==> src/design/fsc_pkg.sv <==
`timescale 1ns / 1ps

package fsc_pkg;

    // Characters the scanner looks for.
    localparam logic [7:0] CH_LPAREN = 8'h28;  // (
    localparam logic [7:0] CH_RPAREN = 8'h29;  // )
    localparam logic [7:0] CH_EQUAL  = 8'h3D;  // =
    localparam logic [7:0] CH_COMMA  = 8'h2C;  // ,
    localparam logic [7:0] CH_ZERO   = 8'h30;  // 0
    localparam logic [7:0] CH_NINE   = 8'h39;  // 9
    localparam logic [7:0] CH_SQUOTE = 8'h27;  // '
    localparam logic [7:0] CH_DQUOTE = 8'h22;  // "
    localparam logic [7:0] CH_D      = 8'h64;  // d
    localparam logic [7:0] CH_O      = 8'h6F;  // o
    localparam logic [7:0] CH_I      = 8'h69;  // i
    localparam logic [7:0] CH_F      = 8'h66;  // f
    localparam logic [7:0] CH_NONE   = 8'h00;  // no open quote

    // Character positions within the lead-in.
    localparam logic [1:0] POS_FIRST  = 2'd0;
    localparam logic [1:0] POS_SECOND = 2'd1;
    localparam logic [1:0] POS_THIRD  = 2'd2;
    localparam logic [1:0] POS_REST   = 2'd3;

    // Result queue between the scanner and the result side.
    localparam int QUEUE_ADDR_BITS = 2;
    localparam int QUEUE_DEPTH     = 1 << QUEUE_ADDR_BITS;

    typedef enum logic [1:0] {
        IF_NONE    = 2'd0,
        IF_ARITH   = 2'd1,
        IF_LOGICAL = 2'd2
    } t_if_kind;

    typedef struct packed {
        logic     keyword_first;
        t_if_kind if_kind;
    } t_result;

    typedef struct packed {
        logic    valid;
        t_result data;
    } t_result_req;

endpackage

==> src/design/fsc_scan.sv <==
`timescale 1ns / 1ps

module fsc_scan
    import fsc_pkg::*;
#(
    parameter int DEPTH_BITS = 8
) (
    input  logic        i_clk,
    input  logic        i_rst_n,
    input  logic        i_valid,
    input  logic [7:0]  i_ch,
    input  logic        i_last,
    output t_result_req o_req
);

    logic [1:0]            r_pos,     n_pos;
    logic [7:0]            r_first,   n_first;
    logic [7:0]            r_second,  n_second;
    logic                  r_is_do,   n_is_do;
    logic                  r_is_if,   n_is_if;
    logic [7:0]            r_quote,   n_quote;
    logic [DEPTH_BITS-1:0] r_depth,   n_depth;
    logic                  r_seen_eq, n_seen_eq;
    logic                  r_decided, n_decided;

    logic hit;

    always_ff @(posedge i_clk) begin
        if (!i_rst_n) begin
            r_pos     <= POS_FIRST;
            r_first   <= 8'h00;
            r_second  <= 8'h00;
            r_is_do   <= 1'b0;
            r_is_if   <= 1'b0;
            r_quote   <= CH_NONE;
            r_depth   <= '0;
            r_seen_eq <= 1'b0;
            r_decided <= 1'b0;
        end else begin
            r_pos     <= n_pos;
            r_first   <= n_first;
            r_second  <= n_second;
            r_is_do   <= n_is_do;
            r_is_if   <= n_is_if;
            r_quote   <= n_quote;
            r_depth   <= n_depth;
            r_seen_eq <= n_seen_eq;
            r_decided <= n_decided;
        end
    end

    always_comb begin
        n_pos     = r_pos;
        n_first   = r_first;
        n_second  = r_second;
        n_is_do   = r_is_do;
        n_is_if   = r_is_if;
        n_quote   = r_quote;
        n_depth   = r_depth;
        n_seen_eq = r_seen_eq;
        n_decided = r_decided;
        hit       = 1'b0;
        o_req     = '{valid: 1'b0, data: '{keyword_first: 1'b0, if_kind: IF_NONE}};

        if (i_valid) begin
            if (!r_decided) begin
                case (r_pos)
                    POS_FIRST: begin
                        n_first = i_ch;
                    end
                    POS_SECOND: begin
                        n_second = i_ch;
                        if (r_first == CH_D && i_ch == CH_O) begin
                            n_is_do = 1'b1;
                        end
                    end
                    POS_THIRD: begin
                        if (r_first == CH_I && r_second == CH_F && i_ch == CH_LPAREN) begin
                            n_is_if = 1'b1;
                        end
                    end
                    default: begin
                    end
                endcase

                // A quote closes only on its own character; any other quote opens anew.
                if (i_ch == CH_SQUOTE || i_ch == CH_DQUOTE) begin
                    n_quote = (r_quote == i_ch) ? CH_NONE : i_ch;
                end

                if (n_quote == CH_NONE) begin
                    if (i_ch == CH_LPAREN) begin
                        if (r_depth != {DEPTH_BITS{1'b1}}) begin
                            n_depth = r_depth + 1'b1;
                        end
                    end else if (i_ch == CH_RPAREN) begin
                        if (r_depth != '0) begin
                            n_depth = r_depth - 1'b1;
                        end
                    end else if (!n_is_if && i_ch == CH_EQUAL && r_depth == '0) begin
                        if (n_is_do) begin
                            n_seen_eq = 1'b1;
                        end else begin
                            hit = 1'b1;
                            o_req.data.keyword_first = 1'b0;
                        end
                    end else if (n_is_do && r_seen_eq && i_ch == CH_COMMA
                                 && r_depth == '0) begin
                        hit = 1'b1;
                        o_req.data.keyword_first = 1'b1;
                    end else if (n_is_if && r_depth == '0 && r_pos == POS_REST) begin
                        hit = 1'b1;
                        o_req.data.keyword_first = 1'b1;
                        o_req.data.if_kind = (i_ch >= CH_ZERO && i_ch <= CH_NINE)
                                             ? IF_ARITH : IF_LOGICAL;
                    end
                end

                if (r_pos != POS_REST) begin
                    n_pos = r_pos + 2'd1;
                end

                if (hit) begin
                    n_decided   = 1'b1;
                    o_req.valid = 1'b1;
                end else if (i_last) begin
                    // No decision by the end: a DO without the comma is an assignment.
                    o_req.valid              = 1'b1;
                    o_req.data.keyword_first = !n_is_do;
                end
            end

            if (i_last) begin
                n_pos     = POS_FIRST;
                n_first   = 8'h00;
                n_second  = 8'h00;
                n_is_do   = 1'b0;
                n_is_if   = 1'b0;
                n_quote   = CH_NONE;
                n_depth   = '0;
                n_seen_eq = 1'b0;
                n_decided = 1'b0;
            end
        end
    end

endmodule

==> src/design/fsc_queue.sv <==
`timescale 1ns / 1ps

module fsc_queue
    import fsc_pkg::*;
(
    input  logic        i_clk,
    input  logic        i_rst_n,
    input  t_result_req i_req,
    input  logic        i_pop,
    output logic        o_full,
    output logic        o_empty,
    output t_result     o_data
);

    t_result                    r_mem [QUEUE_DEPTH];
    logic [QUEUE_ADDR_BITS-1:0] r_wr_ptr, n_wr_ptr;
    logic [QUEUE_ADDR_BITS-1:0] r_rd_ptr, n_rd_ptr;
    logic [QUEUE_ADDR_BITS:0]   r_count,  n_count;

    logic do_push;
    logic do_pop;

    assign o_full  = (r_count == (QUEUE_ADDR_BITS+1)'(QUEUE_DEPTH));
    assign o_empty = (r_count == '0);
    assign o_data  = r_mem[r_rd_ptr];

    assign do_push = i_req.valid && !o_full;
    assign do_pop  = i_pop && !o_empty;

    always_comb begin
        n_wr_ptr = do_push ? r_wr_ptr + 1'b1 : r_wr_ptr;
        n_rd_ptr = do_pop  ? r_rd_ptr + 1'b1 : r_rd_ptr;
        n_count  = r_count;
        if (do_push && !do_pop) begin
            n_count = r_count + 1'b1;
        end else if (!do_push && do_pop) begin
            n_count = r_count - 1'b1;
        end
    end

    always_ff @(posedge i_clk) begin
        if (!i_rst_n) begin
            r_wr_ptr <= '0;
            r_rd_ptr <= '0;
            r_count  <= '0;
        end else begin
            r_wr_ptr <= n_wr_ptr;
            r_rd_ptr <= n_rd_ptr;
            r_count  <= n_count;
        end
    end

    always_ff @(posedge i_clk) begin
        if (do_push) begin
            r_mem[r_wr_ptr] <= i_req.data;
        end
    end

endmodule

==> src/design/fortran_statement_classifier_top.sv <==
`timescale 1ns / 1ps

// Fortran statement classifier.
// Characters of one statement arrive on the input queue interface, one per
// request: i_ch carries the lower-case character and i_last marks the final
// character. A request is taken on a rising edge with push high and full low.
// Each statement yields exactly one result, either at the point where the
// first token is decided (assignment, DO, arithmetic or logical IF) or at the
// last character. Results wait in a four-entry queue and are read through
// empty and pop: the oldest result sits on o_keyword_first and o_if_kind
// while empty is low and leaves on an edge with pop high and empty low.
// The scanner takes one character every cycle while full is low; its
// per-character update is a few compares and one saturating depth step. A
// result enters the queue on the same edge that takes the character behind it.
// When the receiver stalls, results collect in the queue and full rises once
// four are waiting; characters that cause no result are still held back then.
// A synchronous active-low reset empties the queue and clears the scan state,
// so the next character is taken as the first of a new statement.
module fortran_statement_classifier_top
    import fsc_pkg::*;
#(
    parameter int DEPTH_BITS = 8
) (
    input  logic       i_clk,
    input  logic       i_rst_n,
    input  logic       push,
    output logic       full,
    input  logic [7:0] i_ch,
    input  logic       i_last,
    output logic       empty,
    input  logic       pop,
    output logic       o_keyword_first,
    output logic [1:0] o_if_kind
);

    t_result_req scan_req;
    t_result     head;
    logic        accept;

    // The scanner only advances when the queue can take whatever it emits.
    assign accept = push && !full;

    fsc_scan #(
        .DEPTH_BITS(DEPTH_BITS)
    ) u_scan (
        .i_clk   (i_clk),
        .i_rst_n (i_rst_n),
        .i_valid (accept),
        .i_ch    (i_ch),
        .i_last  (i_last),
        .o_req   (scan_req)
    );

    fsc_queue u_queue (
        .i_clk   (i_clk),
        .i_rst_n (i_rst_n),
        .i_req   (scan_req),
        .i_pop   (pop),
        .o_full  (full),
        .o_empty (empty),
        .o_data  (head)
    );

    assign o_keyword_first = head.keyword_first;
    assign o_if_kind       = head.if_kind;

    // A result is produced only for a character actually taken.
    a_result_needs_accept: assert property (@(posedge i_clk) disable iff (!i_rst_n)
        scan_req.valid |-> accept)
        else $error("result produced without an accepted character");

    // Once full, the queue stays full until a pop. No result is lost: the final
    // character of an undecided statement always produces one.
    a_full_holds: assert property (@(posedge i_clk) disable iff (!i_rst_n)
        full && !pop |=> full)
        else $error("queue left the full state without a pop");

    // A result at the head never carries the unused if_kind code.
    a_kind_legal: assert property (@(posedge i_clk) disable iff (!i_rst_n)
        !empty |-> (o_if_kind != 2'd3))
        else $error("illegal if_kind at queue head");

    // Only a keyword statement can be an IF.
    a_if_is_keyword: assert property (@(posedge i_clk) disable iff (!i_rst_n)
        !empty && (o_if_kind != 2'd0) |-> o_keyword_first)
        else $error("IF result without keyword_first");

endmodule

==> config.mk <==
export PLATFORM = sky130hd
export DESIGN_NAME = fortran_statement_classifier_top
export DESIGN_NICKNAME = d
export VERILOG_FILES = /design/src/design/fsc_pkg.sv /design/src/design/fsc_scan.sv /design/src/design/fsc_queue.sv /design/src/design/fortran_statement_classifier_top.sv
export SDC_FILE = /design/constraint.sdc
export NUM_CORES = 1
export LEC_CHECK = 0
export ABC_CLOCK_PERIOD_IN_PS = 3000
export BUFFER_PORTS_ARGS = -buffer_cell sky130_fd_sc_hd__buf_2
export CORE_ASPECT_RATIO = 1.25
export CORE_MARGIN = 5
export CORE_UTILIZATION = 50
export CTS_CLUSTER_DIAMETER = 120
export DETAILED_ROUTE_END_ITERATION = 16
export PLACE_DENSITY_LB_ADDON = 0.15
export SLEW_MARGIN = 25
export SYNTH_ARGS = -nofsm -noshare
export SYNTH_HDL_FRONTEND = slang
export SYNTH_SLANG_ARGS = --single-unit
==> constraint.sdc <==
create_clock -name i_clk -period 3 [get_ports i_clk]
set_input_delay 0 -clock i_clk [delete_from_list [all_inputs] [get_ports i_clk]]
set_output_delay 0 -clock i_clk [all_outputs]
set_load 0.03 [all_outputs]
==> impl_results.md, run 1 <==
* Worst path top cell family by delay: simple AND/OR/NAND/NOR gates
* Vias in the first global route at about 2,400
* Sequential share of power at 0.396
* Switching share of power at 0.311
* Hold depth at 3
* Pwr dens at around 650 mW/mm2
* Fraction of layout cells with a size suffix above 1 at 0.213
* Slew headroom at 0.560
* First-pass GRT wire length at roughly 11,000 um
* Drc violations at 0
* Most common cell after layout, fill and taps aside: dfxtp_1
* Num CTS Buffers at 9
* Ant. Diodes at 0
* Clk root buf: clkbuf_8
* Yosys cell types at 53
* Crit path cell chain: inv_2 > ha_4 > nand3_1 > nor3_2 > a31oi_1 > or4_4 > a31oi_4 > o21a_1 > ha_4 > inv_1 > fa_2 > xor2_1 > or3_1 > a21boi_1
* Cts hold-fix bufs at 0
* Async SR Flop Fraction at 0
* HP Start: i_ch[3]
* R2R Setup Slk at between 0.03 and 0.04 ns
* Synth Warn # at 0
* Initial Util at 0.510
* Place WS at 0.00747 ns
* Seq cells post-synth at 59
* Final-stage net count at just under 400
* Worst reg2reg path depth at 14
* Area growth syn-to-layout at 18.3%
* Via density at approximately 5.4
* Worst vdd ir at between 0.0003 and 0.0004 V
* Internal power at ~1.7 mW
* Routability Congestion at just over 0.8
* Sequential element share of the synthesized area at 0.414
* Io pins at 18
* HP Class: in2reg
* Worst path depth at 14
* Slowest CP cell: or4_4
* Final min period at about 3.0 ns
* DR WL/cell at between 10 and 15 um
* Total global-route track usage at 0.177
* DIE AREA at around 0.0080 mm2
* WP data arrival at between 3 and 4 ns
* Setup crit start: u_scan.r_pos[1]$_SDFFE_PN0P_
* Worst-path clk slew at 0.06 ns
* Core area at 0.00617 mm2
* Number of flops mapped to enable cells by yosys at 12
* Final Hold Fails at 0
* Via count at around 2,400
* Drt pass-1 iters at 4
* Slew @ Worst Pin at approximately 0.66 ns
* Initial antenna violation count at 0
* Worst Path Required at 3.26 ns
* Net Switching at roughly 0.75 mW
* Final-report max-slew violation count at 0
* Cell mode on critical path: ha_4
* H-tree Lvls at 3
* CP max FO at 3
* Row count at 32
* RSZ-0062 raised after global routing: yes
* CP max stage delay at around 0.46 ns
* Number of port buffers at 17
* Endpoints failing setup at 0
* Max Cap Violations at 0
* Worst Clk Skew at roughly 0.0061 ns
* WL final at 6660 um
* # fillers at 549
* Post-route setup TNS at 0 ns
* Hold_ws at between 0.08 and 0.09 ns
* Dpl hpwl at ~4600 um
* Largest net degree at the start of global routing at 47
* Grt total ovfl at 0
* Worst-Skew Late Latency at 0.33 ns
* Final cycle utilization of the critical path at 0.989
* Comb pwr share at 0.288
* CP bufs+invs at 2
* CTS tree: yes
* R2r startpoint: u_scan.r_pos[1]$_SDFFE_PN0P_
* Synth Flop Type: dfxtp_1
* Reg-to-Reg End: u_queue.r_count[2]$_SDFFE_PN0P_
* Max Root-Sink Buffers at 2
* Startpoint Class: register
* Status: completed
* Total clock sinks at 59
* Synthesized area per cell at between 9 and 10 um2
* Die Width at between 80 and 90 um
* Die Y at between 90 and 100 um
* DRT iter0 DRCs at between 100 and 150
* Final worst slack at between 0.03 and 0.04 ns
* Worst hold endpoint: u_scan.r_first[3]$_SDFFE_PN0P_
* Achievable Freq at between 300 and 400 MHz
* WS Path Type: reg2reg
* Synth Cell Area at between 0.003 and 0.004 mm2
* Clock share of power at 0.316
* Antenna Nets Post-Route at 0
* CP Capture Type: register
* Syn nets at between 300 and 400
* Cell leakage power at around 1.4 nW
* Most frequent cells in the layout: 45 x dfxtp_1, 33 x nor2b_1, 22 x buf_4, 20 x nor2_1
* Post-Synthesis Cells at about 330
[area by class of cell]
cell class	count	area, um2	share of cell area
multi-input combinational	243	1820	0.489
sequential	59	1300	0.350
timing repair buffer	39	250	0.0672
clock buffer	9	124	0.0333
tap	85	106	0.0286
clock inverter	7	82.6	0.0222
inverter	9	33.8	0.00908
[layer usage]
metal / share of wire / track usage / up-vias
met3: 0.044 / 0.0439 / 9
li1: - / - / 1229
met4: 0.014 / 0.0637 / 0
met1: 0.45 / 0.225 / 1141
met5: 0 / 0 / -
met2: 0.49 / 0.290 / 50
[worst register-to-register path, delay by kind of cell (launching register included)]
family / cells / cell delay, ns
AOI/OAI and AO/OA: 4 / 0.63
and+or+nand+nor: 4 / 1.05
adders and majority gates: 3 / 0.60
buffers and inverters: 2 / 0.11
xor gates and xnor gates: 1 / 0.17
DFF: 1 / 0.32
[power groups by stage]
stage	registers, mW	clock network (mW)	logic, mW
floorplan	0.954	0	0.534
global placement	0.964	0	0.682
detailed placement	0.964	0	0.688
CTS	0.948	0.773	0.692
global route	0.965	0.815	0.779
finish	0.952	0.761	0.693
[synthesized netlist by cell type, drive strengths merged, types with 2 or more instances]
library cell,number,share of area
nor3,10,0.016
nor3b,5,0.012
or4,2,0.0060
nor2b,33,0.066
a22oi,18,0.043
nor4,7,0.014
or3,2,0.0040
mux2i,7,0.022
fa,2,0.013
dfxtp,47,0.30
nand3,5,0.0080
a2111oi,2,0.0060
nand4b,2,0.0056
clkbuf,10,0.012
o21ai,11,0.017
nor2,20,0.024
and3,2,0.0056
xnor2,14,0.039
nand2b,4,0.0080
ha,15,0.060
nand4,5,0.0099
a21oi,10,0.016
nor4b,2,0.0056
xor2,4,0.011
inv,9,0.011
a21o,2,0.0048
o21a,4,0.0095
and2,17,0.034
mux4,3,0.021
nand3b,3,0.0072
a31oi,2,0.0040
nand2,18,0.021
edfxtp,12,0.11
buf,6,0.013
[what timing repair did]
item                       4_1_cts  5_1_grt
pin swaps                        1        2
resized for setup                1       13
setup buffers                    0        1
setup endpoints to repair        1        2
cloned                           0        0
[registers in the layout, indices dropped and copies added, names as in the netlist, 3 cells and up, named ones only]
signal and count:
u_scan.r_quote 8, u_queue.r_mem 12, u_scan.r_first 8, u_scan.r_depth 8, u_queue.r_count 3, u_scan.r_second 8
[cell families after synthesis]
family / share of synthesized area
flops: 0.414
xor+xnor: 0.0501
buf+inv: 0.0358
fa+ha+maj: 0.0724
mux: 0.0437
simple gates: 0.260
compound gates: 0.124
[how the worst max path moves through the flow]
stage | to | slack [ns]
3_3_place_gp | u_queue.r_count[2]$_SDFFE_PN0P_ | 0.06
2_1_floorplan | u_queue.r_count[2]$_SDFFE_PN0P_ | 0.02
4_1_cts | u_queue.r_count[2]$_SDFFE_PN0P_ | 0.03
5_1_grt | u_queue.r_count[2]$_SDFFE_PN0P_ | -0.13
6_report | u_queue.r_count[2]$_SDFFE_PN0P_ | 0.03
3_5_place_dp | u_queue.r_count[2]$_SDFFE_PN0P_ | 0.007
[per-stage QoR]
| stage | std cells | area, um2 | total power, mW | util |
|---|---|---|---|---|
| 3_3_place_gp | 434 | 3430 | 1.65 | 0.557 |
| 4_1_cts | 450 | 3650 | 2.41 | 0.591 |
| 3_5_place_dp | 434 | 3430 | 1.65 | 0.557 |
| 6_report | 451 | 3720 | 2.41 | 0.604 |
| 5_1_grt | 451 | 3720 | 2.56 | 0.604 |
| 2_1_floorplan | 327 | 3170 | 1.49 | - |
Note: power is estimated with default switching activity, not from simulation.
==> run 2, diff against run 1 <==
Settings changed: CELL_PAD_IN_SITES_DETAIL_PLACEMENT set to 1, CELL_PAD_IN_SITES_GLOBAL_PLACEMENT set to 2, CORE_UTILIZATION 50 to 35.
==> impl_results.md, run 2 (same netlist as run 1, synthesis figures left out) <==
* Io pins at 18
* Achievable Freq at about 340 MHz
* Comb pwr share at 0.306
* Initial Util at 0.360
* Fraction of layout cells with a size suffix above 1 at 0.225
* Core area at roughly 0.009 mm2
* Num CTS Buffers at 9
* Startpoint Class: register
* Initial antenna violation count at 0
* CP max stage delay at 0.45 ns
* Total Power at 2.39 mW
* Final cycle utilization of the critical path at 0.994
* Largest net degree at the start of global routing at between 40 and 50
* Pwr dens at roughly 630 mW/mm2
* Slew headroom at 0.561
* CP Capture Type: register
* Max Root-Sink Buffers at 2
* Final non-filler cell total at a little under 500
* CTS tree: yes
* Final Hold Fails at 0
* Layout Utilization at 0.435
* Row count at 38
* Routability Congestion at 0.768
* First-pass GRT wire length at 13,200 um
* # fillers at about 1,100
* Die Y at roughly 120 um
* Clk root buf: clkbuf_8
* WP data arrival at 3.25 ns
* Final min period at 2.98 ns
* Largest Register: u_queue.r_mem
* Via count at ~2,500
* DR WL/cell at around 16 um
* Antenna Nets Post-Route at 0
* Net Switching at approximately 0.78 mW
* Final-report max-slew violation count at 0
* Drc violations at 0
* Worst vdd ir at between 0.0002 and 0.0003 V
* Area growth syn-to-layout at 21.1%
* Worst Path Required at 3.27 ns
* WS Path Type: reg2reg
* Total global-route track usage at 0.156
* Grt total ovfl at 0
* DRT iter0 DRCs at 67
* Die Width at approximately 95 um
* Slew @ Worst Pin at 0.654 ns
* Slowest CP cell: or4_4
* CP bufs+invs at 2
* Dpl cells at roughly 480
* Worst Clk Skew at ~0.009 ns
* Worst-path clk slew at ~0.070 ns
* Dpl hpwl at ~5800 um
* Worst path top cell family by delay: simple AND/OR/NAND/NOR gates
* Internal power at ~1.6 mW
* Clock share of power at 0.297
* RSZ-0062 raised after global routing: yes
* Max Cap Violations at 0
* H-tree Lvls at 3
* Total clock sinks at 59
* DIE AREA at ~0.011 mm2
* Vias in the first global route at roughly 2,700
* Ant. Diodes at 0
* Endpoints failing setup at 0
* Max FFs per register at 12
* Sequential share of power at 0.398
* Drt pass-1 iters at 4
* Cell leakage power at approximately 1.4 nW
* Final-stage net count at 402
* CP max FO at 2
* HP Class: in2reg
* Status: completed
* Via density at around 5.0
* Most frequent cells in the layout: 43 x dfxtp_1, 33 x nor2b_1, 32 x buf_4, 20 x nor2_1
* Number of port buffers at 17
* Most common cell after layout, fill and taps aside: dfxtp_1
* WL final at between 7000 and 8000 um
* Worst-Skew Late Latency at about 0.34 ns
* Crit path cell chain: nand2_1 > nor4_2 > buf_4 > a31oi_1 > or4_4 > a31oi_4 > o21a_1 > ha_4 > inv_1 > fa_2 > xor2_1 > or3_1 > a21boi_1
* Switching share of power at 0.325
-- run 2: cell count changes in the layout (fill, tap and decap cells not counted), moves of 2 or more --
cell     previous run  this run
buf_4              22        32
nor4_1              3         6
nor4_2              4         1
dfxtp_1            45        43
dfxtp_2             2         4
-- run 2: final timing paths --
| path | from | to | slack [ns] | depth (start not counted) |
|---|---|---|---|---|
| hold reg to reg | u_scan.r_seen_eq$_SDFFE_PN0P_ | u_scan.r_seen_eq$_SDFFE_PN0P_ | 0.47 | 2 |
| setup reg to reg | u_scan.r_first[6]$_SDFFE_PN0P_ | u_queue.r_count[2]$_SDFFE_PN0P_ | 0.02 | 13 |
| hold / removal | i_ch[5] | u_scan.r_first[5]$_SDFFE_PN0P_ | 0.03 | 3 |
| setup / recovery | u_scan.r_first[6]$_SDFFE_PN0P_ | u_queue.r_count[2]$_SDFFE_PN0P_ | 0.02 | 13 |
-- run 2: metal layers --
metal | wire, um | vias up | GRT usage
met5 | 0 | - | 0
met2 | 3810 | 30 | 0.259
met3 | 206 | 11 | 0.0305
met4 | 133 | 0 | 0.0606
met1 | 3660 | 1186 | 0.198
li1 | - | 1256 | -
-- run 2: cell type report --
cell class / count / area (um2) / share of cell area
Sequential cell: 59 / 1310 / 0.343
Timing Repair Buffer: 50 / 335 / 0.0880
Inverter: 9 / 33.8 / 0.00887
Clock inverter: 6 / 55.1 / 0.0144
Multi-Input combinational cell: 243 / 1790 / 0.470
Tap cell: 120 / 150 / 0.0394
Clock buffer: 10 / 138 / 0.0361
-- run 2: worst min-delay path, stage by stage --
cell,delay (ns)
buf_2,0.13
a22oi_1,0.09
nor2b_1,0.11
-- run 2: metrics by stage --
step / setup TNS (ns) / worst slack, ns / area (um2) / hold slack [ns]
final: 0 / 0.0180 / 3810 / 0.0341
after global routing: -0.151 / -0.151 / 3810 / 0.0770
after CTS: 0 / 0.00280 / 3790 / 0.0161
after detailed placement: -0.0442 / -0.0442 / 3530 / 0.337
after global placement: 0 / 0.0265 / 3530 / 0.326
after floorplan: 0 / 0.0176 / 3170 / 0.183
-- run 2: repair_timing --
| action | 4_1_cts | 5_1_grt |
|---|---|---|
| pin swaps | 7 | 5 |
| resized for setup | 8 | 3 |
| hold endpoints to repair | 1 | 0 |
| hold buffers | 1 | 0 |
| endpoints found under the setup margin | 1 | 1 |
| cloned | 0 | 0 |
| setup buffers | 2 | 2 |
-- run 2: power by group through the flow --
stage | registers (mW) | logic, mW | clock network, mW
finish | 0.948 | 0.729 | 0.708
global route | 0.963 | 0.800 | 0.774
detailed placement | 0.967 | 0.721 | 0
floorplan | 0.954 | 0.534 | 0
global placement | 0.963 | 0.712 | 0
CTS | 0.950 | 0.734 | 0.737
